### src/sv/ebs_pkg.sv
// ebs_pkg: shared types, codes and helpers of the eeprom burst sequencer
// depends on nothing; imported by every module of the block
package ebs_pkg;

  typedef enum logic [2:0] {
    ACT_START     = 3'd0,
    ACT_STOP      = 3'd1,
    ACT_SEND      = 3'd2,
    ACT_RECV_ACK  = 3'd3,
    ACT_RECV_NACK = 3'd4,
    ACT_WAIT      = 3'd5
  } bus_action_t;

  typedef enum logic [1:0] {
    CFG_WRITE_CODE = 2'd0,
    CFG_READ_CODE  = 2'd1,
    CFG_PAGE_BITS  = 2'd2,
    CFG_WAIT_COUNT = 2'd3
  } cfg_index_t;

  localparam int NUM_SLOTS   = 9;
  localparam int SLOT_W      = 4;
  localparam int QUEUE_DEPTH = 4;
  localparam int QPTR_W      = 2;
  localparam int QCNT_W      = 3;

  localparam logic [SLOT_W-1:0] SLOT_START    = 4'd0;
  localparam logic [SLOT_W-1:0] SLOT_WCODE    = 4'd1;
  localparam logic [SLOT_W-1:0] SLOT_ADDR_HI  = 4'd2;
  localparam logic [SLOT_W-1:0] SLOT_ADDR_LO  = 4'd3;
  localparam logic [SLOT_W-1:0] SLOT_RESTART  = 4'd4;
  localparam logic [SLOT_W-1:0] SLOT_RCODE    = 4'd5;
  localparam logic [SLOT_W-1:0] SLOT_DATA     = 4'd6;
  localparam logic [SLOT_W-1:0] SLOT_STOP     = 4'd7;
  localparam logic [SLOT_W-1:0] SLOT_WAIT     = 4'd8;

  typedef logic [NUM_SLOTS-1:0] slot_mask_t;

  typedef struct packed {
    logic [7:0] write_code;
    logic [7:0] read_code;
    logic [3:0] page_bits;
    logic [7:0] wait_count;
  } cfg_t;

  typedef struct packed {
    slot_mask_t  slots;
    bus_action_t data_act;
    logic [15:0] addr;
    logic [7:0]  data;
  } desc_t;

  function automatic logic [15:0] page_mask(input logic [3:0] pb);
    logic [16:0] full;
    full = (17'd1 << pb) - 17'd1;
    page_mask = full[15:0];
  endfunction

endpackage

### src/sv/eeprom_burst_sequencer.sv
// eeprom_burst_sequencer: top level, configuration registers and the front, queue, back chain
// depends on ebs_pkg, ebs_front, ebs_queue, ebs_back
//
// usage
//   in_*  : one word per eeprom byte item; tlast closes the burst, tuser carries
//           the command and the burst-open flag
//   out_* : one word per i2c bus action; tuser carries the action code, tdata the
//           byte, tlast marks the last action of an item
//   cfg_* : register writes, taken at any edge with cfg_we high; write only while idle
// an item taken is registered in the descriptor queue before its first action word
//   is registered at the output
// throughput: the back end emits one action per cycle while out_tready is high;
//   an item has 1 to 8 actions; the front takes a word per cycle
//   while the four-entry descriptor queue has room
// an item outside an open burst produces no actions and is dropped at the front
// reset clears burst state, the queue and the output valid flag, and loads the
//   default device codes, page size and wait count
// when the receiver stalls the output word holds, the queue fills and in_tready
//   falls once four descriptors wait
module eeprom_burst_sequencer (
  input  logic        clk,
  input  logic        rst_n,
  input  logic        in_tvalid,
  output logic        in_tready,
  input  logic [23:0] in_tdata,   // mem_address[15:0], write_data[23:16]
  input  logic [1:0]  in_tuser,   // command[0], first_item[1]
  input  logic        in_tlast,
  output logic        out_tvalid,
  input  logic        out_tready,
  output logic [7:0]  out_tdata,  // action_byte[7:0]
  output logic [2:0]  out_tuser,  // bus_action[2:0]
  output logic        out_tlast,
  input  logic        cfg_we,
  input  logic [1:0]  cfg_index,
  input  logic [7:0]  cfg_wdata
);
  import ebs_pkg::*;

  cfg_t        cfg_r, cfg_nxt;
  desc_t       push_desc;
  desc_t       head;
  logic        push;
  logic        pop;
  logic        full;
  logic        empty;
  bus_action_t out_action;
  logic [7:0]  out_byte;

  always_comb begin
    cfg_nxt = cfg_r;
    if (cfg_we) begin
      case (cfg_index_t'(cfg_index))
        CFG_WRITE_CODE: cfg_nxt.write_code = cfg_wdata;
        CFG_READ_CODE:  cfg_nxt.read_code  = cfg_wdata;
        CFG_PAGE_BITS:  cfg_nxt.page_bits  = cfg_wdata[3:0];
        CFG_WAIT_COUNT: cfg_nxt.wait_count = cfg_wdata;
        default:        cfg_nxt = cfg_r;
      endcase
    end
  end

  always_ff @(posedge clk) begin
    if (!rst_n) begin
      cfg_r.write_code <= 8'hA0;
      cfg_r.read_code  <= 8'hA1;
      cfg_r.page_bits  <= 4'd6;
      cfg_r.wait_count <= 8'd100;
    end else begin
      cfg_r <= cfg_nxt;
    end
  end

  ebs_front u_front (
    .clk         (clk),
    .rst_n       (rst_n),
    .in_valid    (in_tvalid),
    .in_ready    (in_tready),
    .command     (in_tuser[0]),
    .mem_address (in_tdata[15:0]),
    .write_data  (in_tdata[23:16]),
    .first_item  (in_tuser[1]),
    .last_item   (in_tlast),
    .cfg         (cfg_r),
    .queue_full  (full),
    .push        (push),
    .desc        (push_desc)
  );

  ebs_queue u_queue (
    .clk       (clk),
    .rst_n     (rst_n),
    .push      (push),
    .push_desc (push_desc),
    .full      (full),
    .pop       (pop),
    .head      (head),
    .empty     (empty)
  );

  ebs_back u_back (
    .clk        (clk),
    .rst_n      (rst_n),
    .head       (head),
    .empty      (empty),
    .pop        (pop),
    .cfg        (cfg_r),
    .out_valid  (out_tvalid),
    .out_ready  (out_tready),
    .out_action (out_action),
    .out_byte   (out_byte),
    .out_end    (out_tlast)
  );

  assign out_tdata = out_byte;
  assign out_tuser = out_action;

endmodule

### src/sv/ebs_front.sv
// ebs_front: accepts words, tracks burst state and turns each word of an open burst into a descriptor
// depends on ebs_pkg
module ebs_front (
  input  logic          clk,
  input  logic          rst_n,
  input  logic          in_valid,
  output logic          in_ready,
  input  logic          command,
  input  logic [15:0]   mem_address,
  input  logic [7:0]    write_data,
  input  logic          first_item,
  input  logic          last_item,
  input  ebs_pkg::cfg_t cfg,
  input  logic          queue_full,
  output logic          push,
  output ebs_pkg::desc_t desc
);
  import ebs_pkg::*;

  logic [15:0] cur_addr_r, cur_addr_nxt;
  logic        is_read_r, is_read_nxt;
  logic        open_r, open_nxt;

  logic        accept;
  logic        eff_read;
  logic [15:0] base_addr;
  logic [15:0] next_addr;
  logic [15:0] pmask;
  logic        produce;

  assign in_ready = !queue_full;
  assign accept   = in_valid && in_ready;

  always_comb begin
    pmask     = page_mask(cfg.page_bits);
    eff_read  = first_item ? command : is_read_r;
    base_addr = first_item ? mem_address : cur_addr_r;
    next_addr = base_addr + 16'd1;
    produce   = first_item || open_r;

    desc.slots    = '0;
    desc.data_act = ACT_SEND;
    desc.addr     = base_addr;
    desc.data     = write_data;

    cur_addr_nxt = cur_addr_r;
    is_read_nxt  = is_read_r;
    open_nxt     = open_r;

    if (first_item) begin
      desc.slots[SLOT_START]   = 1'b1;
      desc.slots[SLOT_WCODE]   = 1'b1;
      desc.slots[SLOT_ADDR_HI] = 1'b1;
      desc.slots[SLOT_ADDR_LO] = 1'b1;
      desc.slots[SLOT_RESTART] = command;
      desc.slots[SLOT_RCODE]   = command;
    end else if (!eff_read && (base_addr & pmask) == 16'd0) begin
      desc.slots[SLOT_START]   = 1'b1;
      desc.slots[SLOT_WCODE]   = 1'b1;
      desc.slots[SLOT_ADDR_HI] = 1'b1;
      desc.slots[SLOT_ADDR_LO] = 1'b1;
    end

    desc.slots[SLOT_DATA] = 1'b1;
    if (eff_read) begin
      desc.data_act = last_item ? ACT_RECV_NACK : ACT_RECV_ACK;
      desc.slots[SLOT_STOP] = last_item;
    end else begin
      if (last_item || (next_addr & pmask) == 16'd0) begin
        desc.slots[SLOT_STOP] = 1'b1;
        desc.slots[SLOT_WAIT] = 1'b1;
      end
    end

    push = accept && produce;

    if (push) begin
      open_nxt    = !last_item;
      is_read_nxt = eff_read;
      if (first_item) begin
        cur_addr_nxt = mem_address;
      end
      if (!eff_read) begin
        cur_addr_nxt = next_addr;
      end
    end
  end

  always_ff @(posedge clk) begin
    if (!rst_n) begin
      cur_addr_r <= '0;
      is_read_r  <= 1'b0;
      open_r     <= 1'b0;
    end else begin
      cur_addr_r <= cur_addr_nxt;
      is_read_r  <= is_read_nxt;
      open_r     <= open_nxt;
    end
  end

endmodule

### src/sv/ebs_queue.sv
// ebs_queue: short descriptor queue between front and back
// depends on ebs_pkg
module ebs_queue (
  input  logic           clk,
  input  logic           rst_n,
  input  logic           push,
  input  ebs_pkg::desc_t push_desc,
  output logic           full,
  input  logic           pop,
  output ebs_pkg::desc_t head,
  output logic           empty
);
  import ebs_pkg::*;

  desc_t             mem_r [QUEUE_DEPTH];
  logic [QPTR_W-1:0] wr_ptr_r, wr_ptr_nxt;
  logic [QPTR_W-1:0] rd_ptr_r, rd_ptr_nxt;
  logic [QCNT_W-1:0] count_r, count_nxt;

  assign full  = (count_r == QCNT_W'(QUEUE_DEPTH));
  assign empty = (count_r == '0);
  assign head  = mem_r[rd_ptr_r];

  always_comb begin
    wr_ptr_nxt = push ? wr_ptr_r + 1'b1 : wr_ptr_r;
    rd_ptr_nxt = pop ? rd_ptr_r + 1'b1 : rd_ptr_r;
    count_nxt  = count_r;
    if (push && !pop) begin
      count_nxt = count_r + 1'b1;
    end else if (pop && !push) begin
      count_nxt = count_r - 1'b1;
    end
  end

  always_ff @(posedge clk) begin
    if (push) begin
      mem_r[wr_ptr_r] <= push_desc;
    end
  end

  always_ff @(posedge clk) begin
    if (!rst_n) begin
      wr_ptr_r <= '0;
      rd_ptr_r <= '0;
      count_r  <= '0;
    end else begin
      wr_ptr_r <= wr_ptr_nxt;
      rd_ptr_r <= rd_ptr_nxt;
      count_r  <= count_nxt;
    end
  end

endmodule

### src/sv/ebs_back.sv
// ebs_back: walks the slots of the head descriptor, one bus action per cycle unless the output stalls
// depends on ebs_pkg; drives the registered result channel
module ebs_back (
  input  logic           clk,
  input  logic           rst_n,
  input  ebs_pkg::desc_t head,
  input  logic           empty,
  output logic           pop,
  input  ebs_pkg::cfg_t  cfg,
  output logic           out_valid,
  input  logic           out_ready,
  output ebs_pkg::bus_action_t out_action,
  output logic [7:0]     out_byte,
  output logic           out_end
);
  import ebs_pkg::*;

  slot_mask_t        done_r, done_nxt;
  logic              valid_r, valid_nxt;
  bus_action_t       action_r, action_nxt;
  logic [7:0]        byte_r, byte_nxt;
  logic              end_r, end_nxt;

  slot_mask_t        rem;
  slot_mask_t        sel;
  slot_mask_t        rest;
  logic              advance;
  logic [SLOT_W-1:0] slot_idx;

  always_comb begin
    rem      = head.slots & ~done_r;
    sel      = rem & (~rem + 1'b1);
    rest     = rem & ~sel;
    advance  = !empty && (!valid_r || out_ready);
    slot_idx = '0;
    for (int i = 0; i < NUM_SLOTS; i++) begin
      if (sel[i]) begin
        slot_idx = SLOT_W'(i);
      end
    end

    case (slot_idx)
      SLOT_START, SLOT_RESTART: begin
        action_nxt = ACT_START;
        byte_nxt   = 8'd0;
      end
      SLOT_WCODE: begin
        action_nxt = ACT_SEND;
        byte_nxt   = cfg.write_code;
      end
      SLOT_ADDR_HI: begin
        action_nxt = ACT_SEND;
        byte_nxt   = head.addr[15:8];
      end
      SLOT_ADDR_LO: begin
        action_nxt = ACT_SEND;
        byte_nxt   = head.addr[7:0];
      end
      SLOT_RCODE: begin
        action_nxt = ACT_SEND;
        byte_nxt   = cfg.read_code;
      end
      SLOT_DATA: begin
        action_nxt = head.data_act;
        byte_nxt   = (head.data_act == ACT_SEND) ? head.data : 8'd0;
      end
      SLOT_STOP: begin
        action_nxt = ACT_STOP;
        byte_nxt   = 8'd0;
      end
      SLOT_WAIT: begin
        action_nxt = ACT_WAIT;
        byte_nxt   = cfg.wait_count;
      end
      default: begin
        action_nxt = ACT_START;
        byte_nxt   = 8'd0;
      end
    endcase
    end_nxt = (rest == '0);

    pop = advance && (rest == '0);

    done_nxt = done_r;
    if (advance) begin
      done_nxt = (rest == '0) ? '0 : (done_r | sel);
    end

    if (advance) begin
      valid_nxt = 1'b1;
    end else if (out_ready) begin
      valid_nxt = 1'b0;
    end else begin
      valid_nxt = valid_r;
    end
  end

  always_ff @(posedge clk) begin
    if (!rst_n) begin
      done_r  <= '0;
      valid_r <= 1'b0;
    end else begin
      done_r  <= done_nxt;
      valid_r <= valid_nxt;
    end
  end

  always_ff @(posedge clk) begin
    if (advance) begin
      action_r <= action_nxt;
      byte_r   <= byte_nxt;
      end_r    <= end_nxt;
    end
  end

  assign out_valid  = valid_r;
  assign out_action = action_r;
  assign out_byte   = byte_r;
  assign out_end    = end_r;

endmodule

### config.mk
export PLATFORM = sky130hd
export DESIGN_NAME = eeprom_burst_sequencer
export DESIGN_NICKNAME = d
export VERILOG_FILES = /design/src/sv/ebs_pkg.sv /design/src/sv/eeprom_burst_sequencer.sv /design/src/sv/ebs_front.sv /design/src/sv/ebs_queue.sv /design/src/sv/ebs_back.sv
export SDC_FILE = /design/constraint.sdc
export NUM_CORES = 1
export LEC_CHECK = 0
export ABC_CLOCK_PERIOD_IN_PS = 5500
export BUFFER_PORTS_ARGS = -buffer_cell sky130_fd_sc_hd__buf_2
export CORE_MARGIN = 8
export CORE_UTILIZATION = 36
export CTS_CLUSTER_DIAMETER = 150
export DETAILED_ROUTE_END_ITERATION = 10
export GPL_ROUTABILITY_DRIVEN = 0
export MAX_ROUTING_LAYER = met4
export PLACE_DENSITY = 0.62
export SLEW_MARGIN = 0
export SYNTH_ARGS = -nofsm -noshare
export SYNTH_HDL_FRONTEND = slang
export SYNTH_SLANG_ARGS = --single-unit
### constraint.sdc
create_clock -name clk -period 5.5 [get_ports clk]
set_input_delay 0.825 -clock clk [delete_from_list [all_inputs] [get_ports clk]]
set_output_delay 0.825 -clock clk [all_outputs]
set_load 0.005 [all_outputs]
==> metrics list, run 1 <==
* Instance area at placement: 9830 sq um
- The number of global-route vias before repair was approximately 5.8k.
- Wire length reported by the detailed router: around 21 mm
- Overflow left after global routing: 0
- Adder-cell area share of the yosys netlist: under 10%
- Count of yosys warnings during synthesis: 0
- Pin placement for this block handled 56 I/O pins.
- FFs w/ async S/R, synth: 0%
- For the worst setup path, the data arrival time is slightly above 4 ns.
- For this design the total switching power over the nets is just under 900 uW.
* Post-synth EDFFs: about 140
- Final non-filler cell area: 10,500 sq um
* Clock Root Buffer: sky130_fd_sc_hd__clkbuf_16
- After synthesis, the largest family of logic cells by area is simple AND/OR/NAND/NOR gates.
* Max-capacitance violation count: 0
- For the worst flop-to-flop path, the logic depth is 12.
- Int Pwr: between 2000 and 3000 uW
* Most frequent cells in the layout: sky130_fd_sc_hd__edfxtp_1, sky130_fd_sc_hd__nand2_1, sky130_fd_sc_hd__dfxtp_1
* Number of different library cells in the post-synthesis netlist: between 70 and 80
* Period minus WS final: roughly 3.8 ns
- Critical register-to-register path endpoint: u_queue.count_r[2]$_SDFFE_PN0P_
- Total number of clock tree sinks: 201
* Global-route wire length before repair: 32.6 mm
- Data required time of the worst path: approximately 5.8 ns
* Fraction of power consumed by combinational cells: a little over a tenth
* Element type at the critical path start: input port
- Register-to-register path setup slack: approximately 1.9 ns
- Area growth, synth to finish: 13.8%
- Post-cts sizing count: 0
- A synthesized cell averages between 10 and 15 sq um.
- Number of antenna-violating nets in the routed design: 0
- Worst min-delay path class: reg -> reg
* Buffer count from post-CTS setup fixing: 0
* Hold path start: u_front.cur_addr_r[15]$_SDFFE_PN0P_
* Largest net degree at the start of global routing: between 50 and 60
* Post-route setup TNS: 0 ns
- Simple-Gate Fraction of Synth Area: between 10% and 20%
- By area the synthesized netlist is led by sky130_fd_sc_hd__edfxtp_1, sky130_fd_sc_hd__dfxtp_1, sky130_fd_sc_hd__mux4_2.
* Sequential cell fraction of total power: roughly half
* Syn nets: between 700 and 800
- Share of cells above drive strength 1: 18.9%
- Static timing analysis puts the maximum clock frequency at 260 MHz.
* Clock Skews: approximately 0.017 ns
* Most instantiated flip-flop cell in the synthesis netlist: sky130_fd_sc_hd__edfxtp_1
* Depth of the CTS H-tree: 1
- The biggest area contributor in the post-synthesis netlist is sky130_fd_sc_hd__edfxtp_1.
* Clock transition at the register clock pins on the worst setup and hold paths after CTS: roughly 0.060 ns
- After Yosys synthesis, XOR and XNOR cells account for under 10% of the synthesized area.
* Worst voltage drop across the vdd grid: about 0.19 mV
- The final-report hold violation count was 0.
- Placeable core region: about 25,000 sq um
- Initial antenna violation count: 0
* Cell total after placement: 1,089
- Across all layers, the routed design uses a little under 6k vias.
* Number of register bits inferred by synthesis: 201
- The synthesized netlist occupies a cell area of 9260 sq um.
- Count of TritonRoute iterations in the first routing pass: 5
- At the later pin of the worst-skew pair, clock insertion delay measures approximately 0.52 ns.
- After synthesis, the largest area contributor takes up ~44% of total cell area.
* Power per Cell Area: roughly 340 nW/um^2
- Setup repair after global routing left no endpoint under its margin.
- TritonCTS built the clock tree.
* WL/cell: roughly 18 um
- Number of antenna diodes: 0
- Headroom to the max-slew limit came out at 19.6%.
* Number of cells produced by synthesis: roughly 730
- The HPWL after detailed placement is roughly 14 mm.
* Pins over their slew limit: 0
- Endpoint type of the worst setup path: flip-flop
- Number of remaining DRC errors: 0
- Fill cell total of the finished layout: 2,398
- Deepest clock path buffer count: 3
- Die area: 31,100 sq um
- The path with the worst hold slack has its endpoint at u_front.cur_addr_r[15]$_SDFFE_PN0P_.
* Clock Power Share: around 40%
* Final layout net count: approximately 830
- During placement, the flow inserted port buffers numbering 55.
* Most common cell after layout, fill and taps aside: sky130_fd_sc_hd__edfxtp_1
* Starting utilization of the core area: roughly 37%
- In this run the static leakage power is around 0.0037 uW.
- For this run, the total global-route usage over all layers was measured as 13.5%.
- The finished layout holds 1,131 standard cells, fillers aside.
- The critical path is of the in -> reg type.
* Maximum net fanout on the critical path: between 40 and 50
* Vias per cell: 5.20
- Setup violations remaining at the end of the flow were counted as 0.
- Hold Path Cell Cnt: 2
- Number of CTS-inserted buffers: 23
* # hold bufs at CTS: 0
* Overall die height: approximately 180 um
- Net switching is approximately a quarter of the power.
* Outcome: completed
- Slew at the pin closest to its max-slew limit: between 1 and 1.5 ns
- Fin Hold WS: between 0.4 and 0.5 ns
- Row generation in the floorplan step produced 58 rows.
* Share of the yosys chip area belonging to registers: between 50% and 60%
- The synthesized netlist devotes under 10% of its cell area to compound gates.
- In this run, the number of DRC markers left after iteration 0 of detailed routing was 438.
- Of the available clock period, the critical path in the final layout requires approximately 70%.
* DIE WIDTH: roughly 180 um
* Multiplexer share of the synthesized area: about 12%
[layer usage]
| metal | global-route usage [%] | share of wire (%) |
|---|---|---|
| met2 | 21.6 | 47 |
| met1 | 17.6 | 47 |
| met5 | - | 0 |
| met4 | 3.78 | 2.4 |
| met3 | 2.16 | 3.5 |
[how the worst max path moves through the flow]
stage | startpoint | slack [ns] | endpoint | cells past startpoint
6_report | in_tuser[1] | 1.66 | u_queue.mem_r[0][33]$_DFFE_PP_ | 10
4_1_cts | in_tuser[1] | 1.74 | u_queue.mem_r[3][33]$_DFFE_PP_ | 10
3_3_place_gp | in_tuser[1] | 1.31 | u_queue.mem_r[2][33]$_DFFE_PP_ | 10
5_1_grt | in_tuser[1] | 1.46 | u_queue.mem_r[3][33]$_DFFE_PP_ | 10
2_1_floorplan | in_tuser[1] | 2.07 | u_queue.mem_r[0][34]$_DFFE_PP_ | 12
3_5_place_dp | in_tuser[1] | 1.22 | u_queue.mem_r[0][33]$_DFFE_PP_ | 10
[synthesized netlist by cell type (17+ instances only)]
cell                         n
sky130_fd_sc_hd__a21oi_1    26
sky130_fd_sc_hd__clkbuf_1   23
sky130_fd_sc_hd__dfxtp_1    65
sky130_fd_sc_hd__edfxtp_1  136
sky130_fd_sc_hd__inv_1      28
sky130_fd_sc_hd__mux2i_1    35
sky130_fd_sc_hd__mux4_2     30
sky130_fd_sc_hd__nand2_1    92
sky130_fd_sc_hd__nand3_1    23
sky130_fd_sc_hd__nor2_1     25
sky130_fd_sc_hd__o21ai_0    22
sky130_fd_sc_hd__xnor2_1    17
[power by group through the flow]
stage	clock, uW	sequential [uW]	combinational, uW
final	1410	1760	370
after global routing	1510	1770	410
after CTS	1450	1760	375
after detailed placement	0	1790	373
after global placement	0	1790	369
after floorplan	0	1780	243
[state kept, by name (all words and copies together), names as in the netlist, named ones only]
register	cells
u_queue.mem_r	124
u_back.done_r	9
u_front.cur_addr_r	16
u_queue.count_r	3
u_front.open_r	1
u_back.out_action	3
u_back.out_valid	1
u_queue.rd_ptr_r	2
u_back.out_byte	8
cfg_r	28
u_queue.wr_ptr_r	2
u_back.out_end	1
u_front.is_read_r	1
[cells by family after synthesis]
kind of cell,Yosys count
buffers and inverters,68
adder cells (fa/ha/maj),10
XOR/XNOR,22
flip-flops,201
multiplexers,72
AND/OR/NAND/NOR,240
AO/OA/AOI/OAI,120
[critical path, stage by stage]
cell and delay, ns:
sky130_fd_sc_hd__buf_2 0.66, sky130_fd_sc_hd__mux2i_1 0.26, sky130_fd_sc_hd__inv_1 0.20, sky130_fd_sc_hd__ha_1 0.36, sky130_fd_sc_hd__nand4_1 0.15, sky130_fd_sc_hd__or3_1 0.40, sky130_fd_sc_hd__a211oi_2 0.37, sky130_fd_sc_hd__nor3_1 0.08
sky130_fd_sc_hd__a211o_1 0.26, sky130_fd_sc_hd__o31ai_1 0.51
[layout make-up]
type	instances	area, sq um	area share, %
Clock buffer	27	621	5.89
Clock inverter	15	91.3	0.866
Inverter	29	109	1.03
Multi-Input combinational cell	464	3570	33.9
Sequential cell	201	5390	51.1
Tap cell	330	413	3.92
Timing Repair Buffer	65	350	3.32
[metrics by stage]
stage / utilization [%] / setup WS [ns] / total power, uW
5_1_grt: 41.8 / 1.46 / 3680
6_report: 41.8 / 1.66 / 3540
3_3_place_gp: 38.9 / 1.31 / 2160
2_1_floorplan: - / 2.07 / 2020
4_1_cts: 41.8 / 1.74 / 3580
3_5_place_dp: 38.9 / 1.22 / 2160
Note: power is estimated with default switching activity, not from simulation.
==> run 2: changes to the inputs <==
Settings changed: ABC_CLOCK_PERIOD_IN_PS 5500 to 4000.
Clock period 5.5 ns to 4 ns, I/O delays scaled along.
==> metrics list, run 2 (synthesis results as in run 1) <==
- Post-cts sizing count: 0
* Delay of the slowest cell on the worst path: 0.63 ns
- Number of antenna-violating nets in the routed design: 0
* Power per Cell Area: about 470 nW/um^2
* Clock transition at the register clock pins on the worst setup and hold paths after CTS: 0.06 ns
- Kind of critical path: reg -> reg
- The library cell used most frequently in the layout, excluding fill and tap cells, is sky130_fd_sc_hd__edfxtp_1.
- The critical path goes through or4_4, ha_1, nor4b_1, a21oi_1, nor2_1, a221oi_1, o211ai_1, o32ai_1.
* Arrival @ worst endpoint: roughly 3.5 ns
- Largest net degree at the start of global routing: a little under 60
- Placed wire-length estimate: around 15 mm
* Maximum net fanout on the critical path: 17
- Count of pins on the block boundary: between 50 and 60
- Buffer count from post-CTS setup fixing: 0
- The first global-routing pass estimated about 33 mm of wire.
* Largest registers: u_queue.mem_r x124, cfg_r x28, u_front.cur_addr_r x16
* Wire length reported by the detailed router: around 21 mm
- Measured along the y axis, the die boundary spans approximately 180 um.
* Count of standard-cell rows: 58
- Setup repair after global routing left no endpoint under its margin.
- The run finished with clean final reports.
- STA classifies the critical path endpoint as a flip-flop.
* Final non-filler cell total: between 1k and 1.5k
- Startpoint of the lowest-slack register-to-register path: cfg_r[8]$_SDFFE_PN0P_
* CTS tree: done
- From left edge to right edge, the die measures 176 um.
- The worst path needs between 3 and 4 ns of the cycle, external delays included.
- Slowest stage cell on the critical path: sky130_fd_sc_hd__or4_4
- Depth of the CTS H-tree: 1
- In this run, CTS created clock tree buffers numbering 22.
- Cell total after placement: 1,098
- Count of TritonRoute iterations in the first routing pass: 7
- After routing the design area is 10,700 sq um.
* Clock Root Buffer: sky130_fd_sc_hd__clkbuf_16
- Setup violators final: 0
* Starting utilization of the core area: a little under two fifths
* Slew Limit Headroom: a little under a third
- Fill cell total of the finished layout: around 2.4k
- Number of global-route vias before repair: slightly below 6k
- In the routed design, unresolved DRC markers number 0.
- Initial antenna violation count: 1
- The register with the most flip-flops in the layout has ~120 of them.
* Port-buffer cells: between 50 and 60
* Total number of clock tree sinks: approximately 200
* Vias post-DR: 6,015
- Part of the cycle the worst path needs: about four fifths
* Largest delay share family, worst path: compound AO/OA/AOI/OAI gates
- Crit. Startpoint: cfg_r[8]$_SDFFE_PN0P_
- Cells with a size suffix above 1 make up 20.3% of the layout.
* Largest register by flop count: u_queue.mem_r
- The final-report hold violation count is 0.
* Instance area at placement: 9900 sq um
* Maximum clock rate: between 300 and 400 MHz
* Total GRT Usage: roughly 14%
- Fin Hold WS: between 0.3 and 0.4 ns
- For this design, the CTS-stage hold fixing added 0 buffers.
- For this design the static power due to leakage is about 0.0038 uW.
- Clock skew on the completed layout was measured at 0.0107 ns.
- The die covers roughly 31,000 sq um.
- Pins over their slew limit: 0
- For the pin with the worst max-slew slack, the measured transition is ~1 ns.
* Clock latency reported for the late side of the worst-skew pair: roughly 0.50 ns
* Post-route setup TNS: 0 ns
* Initial detailed-routing violation count: 331
* Critical path buffer and inverter count: 0
- Final layout net count: between 800 and 900
* Element type at the critical path start: flip-flop
- In the layout the commonest cells are sky130_fd_sc_hd__edfxtp_1, sky130_fd_sc_hd__nand2_1, sky130_fd_sc_hd__dfxtp_1.
* Max-capacitance violation count: 0
- Data required time of the worst path: roughly 4.2 ns
- The clock passes through at most 3 buffers.
* Placeable core region: ~25,000 sq um
* Worst min-delay path class: in -> reg
- Hold path start: in_tdata[23]
- WL/cell: about 19 um
- The area growth from synthesis to layout is 15.1%.
* Worst voltage drop across the vdd grid: between 0.2 and 0.25 mV
- Dividing the detail-routed via count by the number of cells gives ~5.3.
- Summed over all layers, the global routing overflow is 0.
==> run 2: cell types whose count changed in the layout (fill, tap and decap cells not counted) <==
cell	change
sky130_fd_sc_hd__buf_4	+9
sky130_fd_sc_hd__clkinvlp_4	+2
sky130_fd_sc_hd__clkinv_2	+2
sky130_fd_sc_hd__clkbuf_8	-1
sky130_fd_sc_hd__bufinv_16	+3
sky130_fd_sc_hd__diode_2	+1
sky130_fd_sc_hd__inv_6	-1
sky130_fd_sc_hd__clkbuf_1	+2
sky130_fd_sc_hd__inv_16	-1
sky130_fd_sc_hd__clkinv_1	-8
==> run 2: final cells by class <==
type                    count  area (sq um)  area share (%)
flip-flops and latches    201          5390            50.5
multi-input cells         464          3570            33.5
clock buffers              28           614            5.76
repair buffers             74           418            3.92
well taps                 330           413            3.87
clock inverters            12           148            1.38
inverters                  29           109            1.02
diodes                      1          2.50          0.0235
==> run 2: metal layers <==
metal / vias up / track usage, % / routed length, um
li1: 2885 / - / -
met1: 2919 / 17.3 / 9280
met2: 178 / 22.5 / 10200
met3: 33 / 2.63 / 1310
met4: 0 / 4.10 / 457
met5: - / - / 0
==> run 2: through the flow <==
stage               utilization, %  setup WS (ns)  total power (uW)
CTS                           42.2          0.794              5080
detailed placement            39.2          0.595              2980
floorplan                        -          0.799              2780
global route                  42.2          0.519              5220
finish                        42.2          0.749              5020
global placement              39.2          0.724              2970
==> run 2: worst register-to-register path, cell delays in order, from the launching register on <==
cell,delay (ns)
sky130_fd_sc_hd__dfxtp_1,0.46
sky130_fd_sc_hd__or4_4,0.64
sky130_fd_sc_hd__ha_1,0.40
sky130_fd_sc_hd__nor4b_1,0.24
sky130_fd_sc_hd__a21oi_1,0.27
sky130_fd_sc_hd__nor2_1,0.07
sky130_fd_sc_hd__a221oi_1,0.29
sky130_fd_sc_hd__o211ai_1,0.15
sky130_fd_sc_hd__o32ai_1,0.47
==> run 2: where the power goes <==
group | internal, uW | total, uW | switching (uW)
clock network | 1280 | 2090 | 806
registers | 2360 | 2410 | 55.2
logic | 198 | 516 | 318
==> run 2: worst paths after layout <==
check,end,slack [ns],cells past startpoint
setup / recovery,u_queue.mem_r[1][34]$_DFFE_PP_,0.75,8
hold / removal,u_queue.mem_r[2][7]$_DFFE_PP_,0.33,1
setup reg to reg,u_queue.mem_r[1][34]$_DFFE_PP_,0.75,8
hold reg to reg,u_front.cur_addr_r[15]$_SDFFE_PN0P_,0.46,2
==> run 3: changes to the inputs <==
Settings changed: ABC_CLOCK_PERIOD_IN_PS 4000 to 3250.
Clock period 4 ns to 3.25 ns, I/O delays scaled along.
==> metrics list, run 3 (synthesis results as in run 1) <==
* Hold path start: in_tdata[23]
- Most frequent cells in the layout: sky130_fd_sc_hd__edfxtp_1, sky130_fd_sc_hd__nand2_1, sky130_fd_sc_hd__dfxtp_1
- The number of antenna diodes in the final layout is 0.
- Int Pwr: approximately 4500 uW
* Number of CTS-inserted buffers: 22
- The library cell used most frequently in the layout, excluding fill and tap cells, is sky130_fd_sc_hd__edfxtp_1.
* Clock transition at the register clock pins on the worst setup and hold paths after CTS: roughly 0.06 ns
* Cells traversed along the worst timing path: or4_4, ha_1, nor4b_1, a21oi_1, nor2_1, a221oi_1, o211ai_1, o31ai_1
- Pins over their slew limit: 0
- Registers are responsible for around half of the overall power.
- The net count of the finished layout is between 800 and 900.
- The pre-antenna-repair detailed-routing pass consisted of 8 iterations.
* Kind of critical path: reg -> reg
* Maximum clock rate: ~330 MHz
* Delay of the slowest cell on the worst path: 0.54 ns
- Per report_power, the clock group accounts for between 30 and 40% of the total.
- Once detail routing completed, the nets flagged for antenna violations numbered 0.
- The run finished with clean final reports.
- Number of remaining DRC errors: 0
- In this run the static leakage power is 0.00382 uW.
- The first global-routing pass estimated ~34 mm of wire.
* Switching part of the total power: between 20% and 30%
* Deepest clock path buffer count: 3
* Number of global-route vias before repair: roughly 6k
- The min-delay analysis places its worst path in the category in -> reg.
* Unrepaired setup endpoints after global routing: no
* Flip-flop count of the largest register after layout: between 100 and 150
* Slowest stage cell on the critical path: sky130_fd_sc_hd__or4_4
- Count of standard-cell rows: between 50 and 60
- For the finished layout, the period the worst path requires is slightly above 3 ns.
* Placeable core region: 25,300 sq um
- Cells with a size suffix above 1 make up between 20% and 30% of the layout.
- Vias post-DR: 6,093
- Setup violators final: 0
- WL/cell: 18.8 um
* Slew Limit Headroom: between 50% and 60%
* Fraction of power consumed by combinational cells: around 11%
- STA classifies the critical path endpoint as a flip-flop.
- Final non-filler cell total: 1,153
* Vias per cell: 5.28
- Largest registers: u_queue.mem_r x124, cfg_r x28, u_front.cur_addr_r x16
* Total GRT Usage: about 14%
- Initial detailed-routing violation count: roughly 500
- Arrival @ worst endpoint: around 3.3 ns
- The die covers between 30,000 and 40,000 sq um.
- Area growth, synth to finish: 15.6%
* Clock latency reported for the late side of the worst-skew pair: about 0.51 ns
- In this run the horizontal extent of the chip is 176 um.
* Max-capacitance violation count: 0
* Data required time of the worst path: around 3.5 ns
- The tree is rooted in a sky130_fd_sc_hd__clkbuf_16.
- The initial utilization of the core area, before any placement, comes to between 30 and 40%.
- Power spread over the standard cell area amounts to about 550 nW/um^2.
* Startpoint of the lowest-slack register-to-register path: cfg_r[10]$_SDFFE_PN1P_
* Slew at the pin closest to its max-slew limit: 0.598 ns
- Total number of clock tree sinks: between 200 and 250
- Summed over all layers, the global routing overflow is 0.
* Largest net degree at the start of global routing: between 50 and 60
* Part of the cycle the worst path needs: a little over nine tenths
* Initial antenna violation count: 0
* Switching Power: 1450 uW
- CTS tree: done
* Port-buffer cells: 55
- In this run the number of H-tree levels came out at 1.
* Largest register by flop count: u_queue.mem_r
- Wire length reported by the detailed router: around 22 mm
- Element type at the critical path start: flip-flop
* Clock Skews: roughly 0.0098 ns
* Count of pins on the block boundary: 56
- Crit. Startpoint: cfg_r[10]$_SDFFE_PN1P_
- Final Hold Violating Endpoints: 0
- Cell total after placement: around 1.1k
- The die is about 180 um tall.
- Worst voltage drop across the vdd grid: 0.314 mV
* Maximum net fanout on the critical path: 17
* # hold bufs at CTS: 0
- Detailed placement ended at an HPWL of about 15 mm.
- After routing, the total negative slack on setup checks comes to 0 ns.
==> run 3: changes by cell type in the layout (fill, tap and decap cells not counted), sizes merged <==
cell,delta
buf,+15
bufinv,-3
clkbuf,+2
clkinvlp,+1
diode,-1
==> run 3: stage by stage <==
| stage | hold slack, ns | power, uW | setup WS, ns | util, % | area (sq um) |
|---|---|---|---|---|---|
| global placement | 0.442 | 3680 | 0.263 | 39.7 | 10000 |
| floorplan | 0.428 | 3420 | 0.161 | - | 9260 |
| finish | 0.196 | 5930 | 0.186 | 42.4 | 10700 |
| detailed placement | 0.446 | 3690 | 0.155 | 39.7 | 10000 |
| global route | 0.183 | 6170 | 0.0144 | 42.4 | 10700 |
| CTS | 0.181 | 6000 | 0.225 | 42.4 | 10700 |
==> run 3: critical path, delay by kind of cell (launching register included) <==
kind / cells / cell delay (ns)
AO/OA/AOI/OAI: 4 / 1.16
adder cells (fa/ha/maj): 1 / 0.41
AND/OR/NAND/NOR: 3 / 0.84
flip-flops: 1 / 0.36
==> run 3: area by class of cell <==
class                   count  area, sq um
well taps                 330          413
inverters                  29          109
fillers                  2356        14600
clock buffers              30          611
clock inverters            10         63.8
repair buffers             89          543
multi-input cells         464         3580
flip-flops and latches    201         5390
==> run 3: worst paths after layout <==
| path | end | slack (ns) | depth (start not counted) |
|---|---|---|---|
| hold / removal | u_queue.mem_r[1][7]$_DFFE_PP_ | 0.20 | 1 |
| hold reg to reg | u_back.done_r[8]$_SDFFE_PN0P_ | 0.45 | 2 |
| setup / recovery | u_queue.mem_r[2][33]$_DFFE_PP_ | 0.19 | 8 |
| setup reg to reg | u_queue.mem_r[2][33]$_DFFE_PP_ | 0.19 | 8 |
==> run 3: power by group through the flow <==
| stage | combinational [uW] | clock, uW | sequential (uW) |
|---|---|---|---|
| detailed placement | 670 | 0 | 3020 |
| CTS | 672 | 2360 | 2970 |
| floorplan | 411 | 0 | 3010 |
| finish | 665 | 2300 | 2970 |
| global placement | 663 | 0 | 3020 |
| global route | 731 | 2450 | 2980 |
==> run 3: routing by layer <==
| metal | part of all wire [%] | global-route usage [%] | routed length [um] |
|---|---|---|---|
| met5 | 0 | - | 0 |
| met4 | 1.9 | 3.82 | 416 |
| met1 | 45 | 18.1 | 9700 |
| met2 | 48 | 22.5 | 10300 |
| met3 | 5.6 | 2.41 | 1210 |
==> run 3: timing repair <==
| item | CTS | global route |
|---|---|---|
| setup endpoints to repair | 0 | 5 |
| resized for setup | 0 | 2 |
| setup buffers | 0 | 0 |
